$ cat config.mk
export PLATFORM = sky130hd
export DESIGN_NAME = fcs_ctrl
export DESIGN_NICKNAME = d
export VERILOG_FILES = /design/src/rtl/fcs_pkg.sv /design/src/rtl/fcs_ctrl.sv
export SDC_FILE = /design/constraint.sdc
export NUM_CORES = 1
export LEC_CHECK = 0
export BUFFER_PORTS_ARGS = -buffer_cell sky130_fd_sc_hd__buf_2
export CAP_MARGIN = 5
export CORE_AREA = 10 10 47 49
export DETAILED_ROUTE_END_ITERATION = 6
export DIE_AREA = 0 0 57 59
export SLEW_MARGIN = 0
export SYNTH_ARGS = -nofsm -noshare
export SYNTH_HDL_FRONTEND = slang
export SYNTH_SLANG_ARGS = --single-unit
$ cat constraint.sdc
create_clock -name clk -period 3.1 [get_ports clk]
set_input_delay 0.31 -clock clk [delete_from_list [all_inputs] [get_ports clk]]
set_output_delay 0.31 -clock clk [all_outputs]
set_load 0.005 [all_outputs]
$ cat src/rtl/fcs_pkg.sv
// Package for the feedback comb with shelf unit.
// Holds the input op codes, the configuration register indexes and the controller command and status types.
package fcs_pkg;

    localparam logic OP_SAMPLE = 1'b0;
    localparam logic OP_RESET  = 1'b1;

    localparam logic [2:0] REG_MAIN_DELAY    = 3'd0;
    localparam logic [2:0] REG_AUX_DELAY     = 3'd1;
    localparam logic [2:0] REG_FEEDBACK_GAIN = 3'd2;
    localparam logic [2:0] REG_TILT_AMOUNT   = 3'd3;
    localparam logic [2:0] REG_SHELF_COEF    = 3'd4;

    typedef enum logic [4:0] {
        ST_CLEAR = 5'b00001,
        ST_IDLE  = 5'b00010,
        ST_RUN   = 5'b00100,
        ST_CLIP  = 5'b01000,
        ST_OUT   = 5'b10000
    } fcs_state_t;

    typedef struct packed {
        logic clear_step;
        logic clear_start;
        logic load;
        logic run_step;
        logic clip_start;
        logic out_load;
    } fcs_cmd_t;

    typedef struct packed {
        logic clear_done;
        logic run_done;
        logic clip_done;
    } fcs_status_t;

endpackage

$ cat src/rtl/fcs_ctrl.sv
// Controller state machine of the feedback comb with shelf unit.
// Depends on fcs_pkg for the state, command and status types.
module fcs_ctrl (
    input  logic                 clk,
    input  logic                 rst_n,
    input  logic                 in_valid,
    input  logic                 in_op,
    input  logic                 out_free,
    input  fcs_pkg::fcs_status_t status,
    output fcs_pkg::fcs_cmd_t    cmd,
    output logic                 in_ready
);
    import fcs_pkg::*;

    fcs_state_t state_reg, state_next;

    always_ff @(posedge clk or negedge rst_n)
    begin
        if (!rst_n)
        begin
            state_reg <= ST_CLEAR;
        end
        else
        begin
            state_reg <= state_next;
        end
    end

    always_comb
    begin
        state_next = state_reg;
        cmd = '0;
        in_ready = 1'b0;
        case (state_reg)
            ST_CLEAR:
            begin
                cmd.clear_step = 1'b1;
                if (status.clear_done)
                begin
                    state_next = ST_IDLE;
                end
            end
            ST_IDLE:
            begin
                in_ready = 1'b1;
                if (in_valid)
                begin
                    if (in_op == OP_RESET)
                    begin
                        cmd.clear_start = 1'b1;
                        state_next = ST_CLEAR;
                    end
                    else
                    begin
                        cmd.load = 1'b1;
                        state_next = ST_RUN;
                    end
                end
            end
            ST_RUN:
            begin
                cmd.run_step = 1'b1;
                if (status.run_done)
                begin
                    cmd.clip_start = 1'b1;
                    state_next = ST_CLIP;
                end
            end
            ST_CLIP:
            begin
                if (status.clip_done)
                begin
                    state_next = ST_OUT;
                end
            end
            ST_OUT:
            begin
                if (out_free)
                begin
                    cmd.out_load = 1'b1;
                    state_next = ST_IDLE;
                end
            end
            default:
            begin
                state_next = ST_CLEAR;
            end
        endcase
    end
endmodule

Word level (Yosys, flattened, before mapping) --
Index checks and enable logic that the tools add are counted.
Operators by class: $add $sub $neg 0, multipliers 0, divide/modulo/power cells 0, order comparisons 0, equal/unequal tests 10, shifts and indexed selects 0, multiplexer cells 17, bitwise gates (word level) 0, reductions and logical operators 1
Operators with widths (count):
- two-way mux 5 bit | 5
- case mux 5 bit (5 select lines) | 1
- != test 2 bit (second input constant) | 5
- two-way mux 1 bit | 7
- two-way mux 2 bit | 3
- == test 5 x 1 -> 1 bit (second input constant) | 1
- == test 5 x 2 -> 1 bit (second input constant) | 1
- == test 5 x 3 -> 1 bit (second input constant) | 1
- == test 5 x 4 -> 1 bit (second input constant) | 1
- == test 5 bit (second input constant) | 1
- AND reduction 5 bit | 1
- two-way mux 3 bit | 1
Storage, ports and cells: bits in registers 5, latch bits 0, RAM bits 0, bits in read-only memories 0, output and inout port bits 7, word-level logic and storage cells 29, memories 0

Logic depth before layout (Yosys ltp) --
depth in word-level cells 3, depth in mapped cells 6, gate-level depth less buffers 5

Worst setup path after synthesis --
No wires, ideal clock.
path type register to output, from register state_reg[4], to output cmd[3] (netlist name), arrival 1.008 ns, data required time 2.790 ns, slack 1.782 ns, stages on the path, launching flop included 6, buffers on the path 1, path through dfrtp_1 -> buf_6 -> nor2_2 -> and3_2 -> nand2_1 -> nor2_1
RTL lines:
- from (decl) | RTL line fcs_ctrl.sv:15 | fcs_state_t state_reg, state_next;
- from (signal assigned) | RTL line fcs_ctrl.sv:25 | state_reg <= state_next;
- to (decl) | RTL line fcs_ctrl.sv:10 | output fcs_pkg::fcs_cmd_t cmd,

==> reports/summary.txt <==
root buffer cell -> clkbuf_4
Detail Route Antenna Nets -> 0
number of global-route vias before repair -> 405
CP Capture Type -> output pin
global-route wire length before repair -> 1610 um
required time worst endpoint -> 2790 ps
port buffer count -> 14
Post-Route WL -> 961 um
pin count of the biggest net entering global routing -> 12
Tot Pwr -> 0.325 mW
Crit Path Class -> flip-flop to output pin
Gate power share -> 37.2%
# resized after CTS -> 0
Max Clock Freq -> 559 MHz
Net Sw Frac -> 37.9%
Synth Cell Area -> 404 um2
initial antenna violation count -> 0
Cell Area, Placed -> 455 um2
status -> finished clean
total clock sinks -> 5
ant diodes -> 0
max FFs per register -> 5
Max Slew Vio Count -> 0
all-layer global routing usage -> 6.33%
Chip Width -> 57 um
Longest Clk Path Bufs -> 2
Synth Instances -> 49
slew margin rel. -> 75.8%
final global-route overflow total -> 0
Core Box Area -> 1400 um2
final instance area -> 492 um2
drt first pass iters -> 4
initial core utilization -> 28.8%
final hold violations -> 0
VDD IR-drop max -> 0.281 mV
Crit Path Max Fanout -> 11
Synth warnings -> 0
Final Setup Violations -> 0
total negative setup slack -> 0 ps
Clk pin slew, worst setup/hold paths -> 50 ps
hpwl dp -> 744 um
share of cells above drive strength 1 -> 39.1%
register share of total power -> 39.8%
die height -> 59 um
later-pin clock latency in the skew report -> 240 ps
Synth Register Bits -> 5
CTS tree -> yes
post-synth cell types -> 28
fin crit share -> 57.7%
Fill cells -> 162
power per cell area -> 661 nW/um2
register area share after synthesis -> 31.3%
DR vias/cell -> 4.66
Num CTS Buffers -> 3
net count after synthesis -> 57
post-CTS setup buffer count -> 0
Layout area overhead -> 21.7%
Avg Inst Size Synth -> 8.25 um2
clk_skew -> 5.29 ps
Clk pwr share -> 23.0%
RSZ-0062 raised after global routing -> no
Slew @ Worst Pin -> 363 ps
DRC violations left -> 0
H-tree depth -> 1
Max-Cap Viols -> 0
Avg WL per Cell -> 12.0 um
DR iter-0 viols -> 4
sw power -> 0.123 mW
min Tclk post-route -> 1790 ps
most frequent cells in the layout -> 14 x buf_2, 5 x nor2_1, 4 x nand2_1, 4 x dfrtp_1
Top Ports -> 15
Leak Pwr -> 0.249 nW
Int Power -> 0.202 mW
Final #Nets -> 73
Hold Path Class -> primary input to flip-flop
die area -> 3360 um2
std cell rows -> 14
CP Launch Type -> flip-flop
commonest non-fill, non-tap cell in the layout -> buf_2
Via Count -> 373
RePlAce Congestion -> 0.801
Crit path arrival time -> 1480 ps
critical path, cell delays in order, from the launching register on:
cell and delay [ps]:
dfstp_2 640, nor2_2 60, and3_2 240, and3_1 180, buf_2 120
cells in the mapped netlist:
library cell	instances	area (um2)
o21ai_1	2	10.0
nor4_1	2	12.5
nor2b_4	1	13.8
inv_1	2	7.51
nand2b_1	1	6.26
and2_1	1	6.26
nor2b_1	1	6.26
nand2_1	4	15.0
and3_2	1	7.51
o311ai_1	1	8.76
buf_2	1	5.00
inv_2	1	3.75
dfrtp_1	4	100
nor3_1	1	5.00
nor2_1	5	18.8
a21oi_1	1	5.00
nand4_1	1	6.26
nor2_2	2	12.5
nand3b_1	2	15.0
nor3b_1	2	15.0
o22ai_1	1	6.26
nand3_2	1	10.0
dfstp_2	1	26.3
nor4b_2	1	15.0
buf_6	3	33.8
nand3_1	1	5.00
and3_1	2	12.5
o21ai_0	3	15.0
logic make-up (layout without fill, tap and decap cells):
group	Yosys count	in the layout	share of synthesized area, %
and+or+nand+nor	29	29	45.2
AOI/OAI and AO/OA	8	8	11.1
buffers and inverters	7	22	12.4
DFF	5	5	31.3
power groups by stage:
stage	registers [mW]	clock network, mW	logic (mW)
after floorplan	0.0963	0	0.142
after detailed placement	0.131	0	0.122
after global placement	0.131	0	0.123
after CTS	0.130	0.0787	0.123
final	0.129	0.0747	0.121
after global routing	0.135	0.0820	0.136
per-stage QoR:
step | setup slack [ps] | hold WS (ps) | util [%] | std cells
finish | 1310 | 224 | 35.1 | 80
global route | 1220 | 212 | 35.1 | 80
CTS | 1300 | 216 | 35.1 | 80
detailed placement | 1570 | 126 | 32.5 | 75
global placement | 1580 | 127 | 32.5 | 75
floorplan | 1780 | 14.4 | - | 49
timing repair:
item,in CTS,in global routing
hold buffers,1,0
endpoints found under the hold margin,4,0
endpoints found under the setup margin,0,0
final cells by class:
class                   count  area [um2]  area share [%]
clock buffers               4        26.3            5.34
well taps                  16        20.0            4.07
repair buffers             15        80.1            16.3
flip-flops and latches      5         126            25.7
inverters                   3        11.3            2.29
multi-input cells          37         228            46.3
routing by layer:
layer	wire, um	GRT usage (%)	up-vias
li1	-	-	201
met1	411	5.74	157
met2	447	9.30	13
met3	80	3.00	2
met4	21	8.05	0
met5	0	0	-
worst paths after layout:
check,startpoint,endpoint,slack (ps),depth (start not counted)
worst max register to register,state_reg[0],state_reg[3],1860,5
worst max-delay path,state_reg[0],cmd[4],1310,4
worst min register to register,state_reg[0],state_reg[0],590,2
max in group asynchronous,rst_n,state_reg[0],2480,2
min in group asynchronous,rst_n,state_reg[4],410,2
worst min-delay path,status[2],state_reg[0],220,2
No activity file was read; power rests on OpenSTA's default activity.
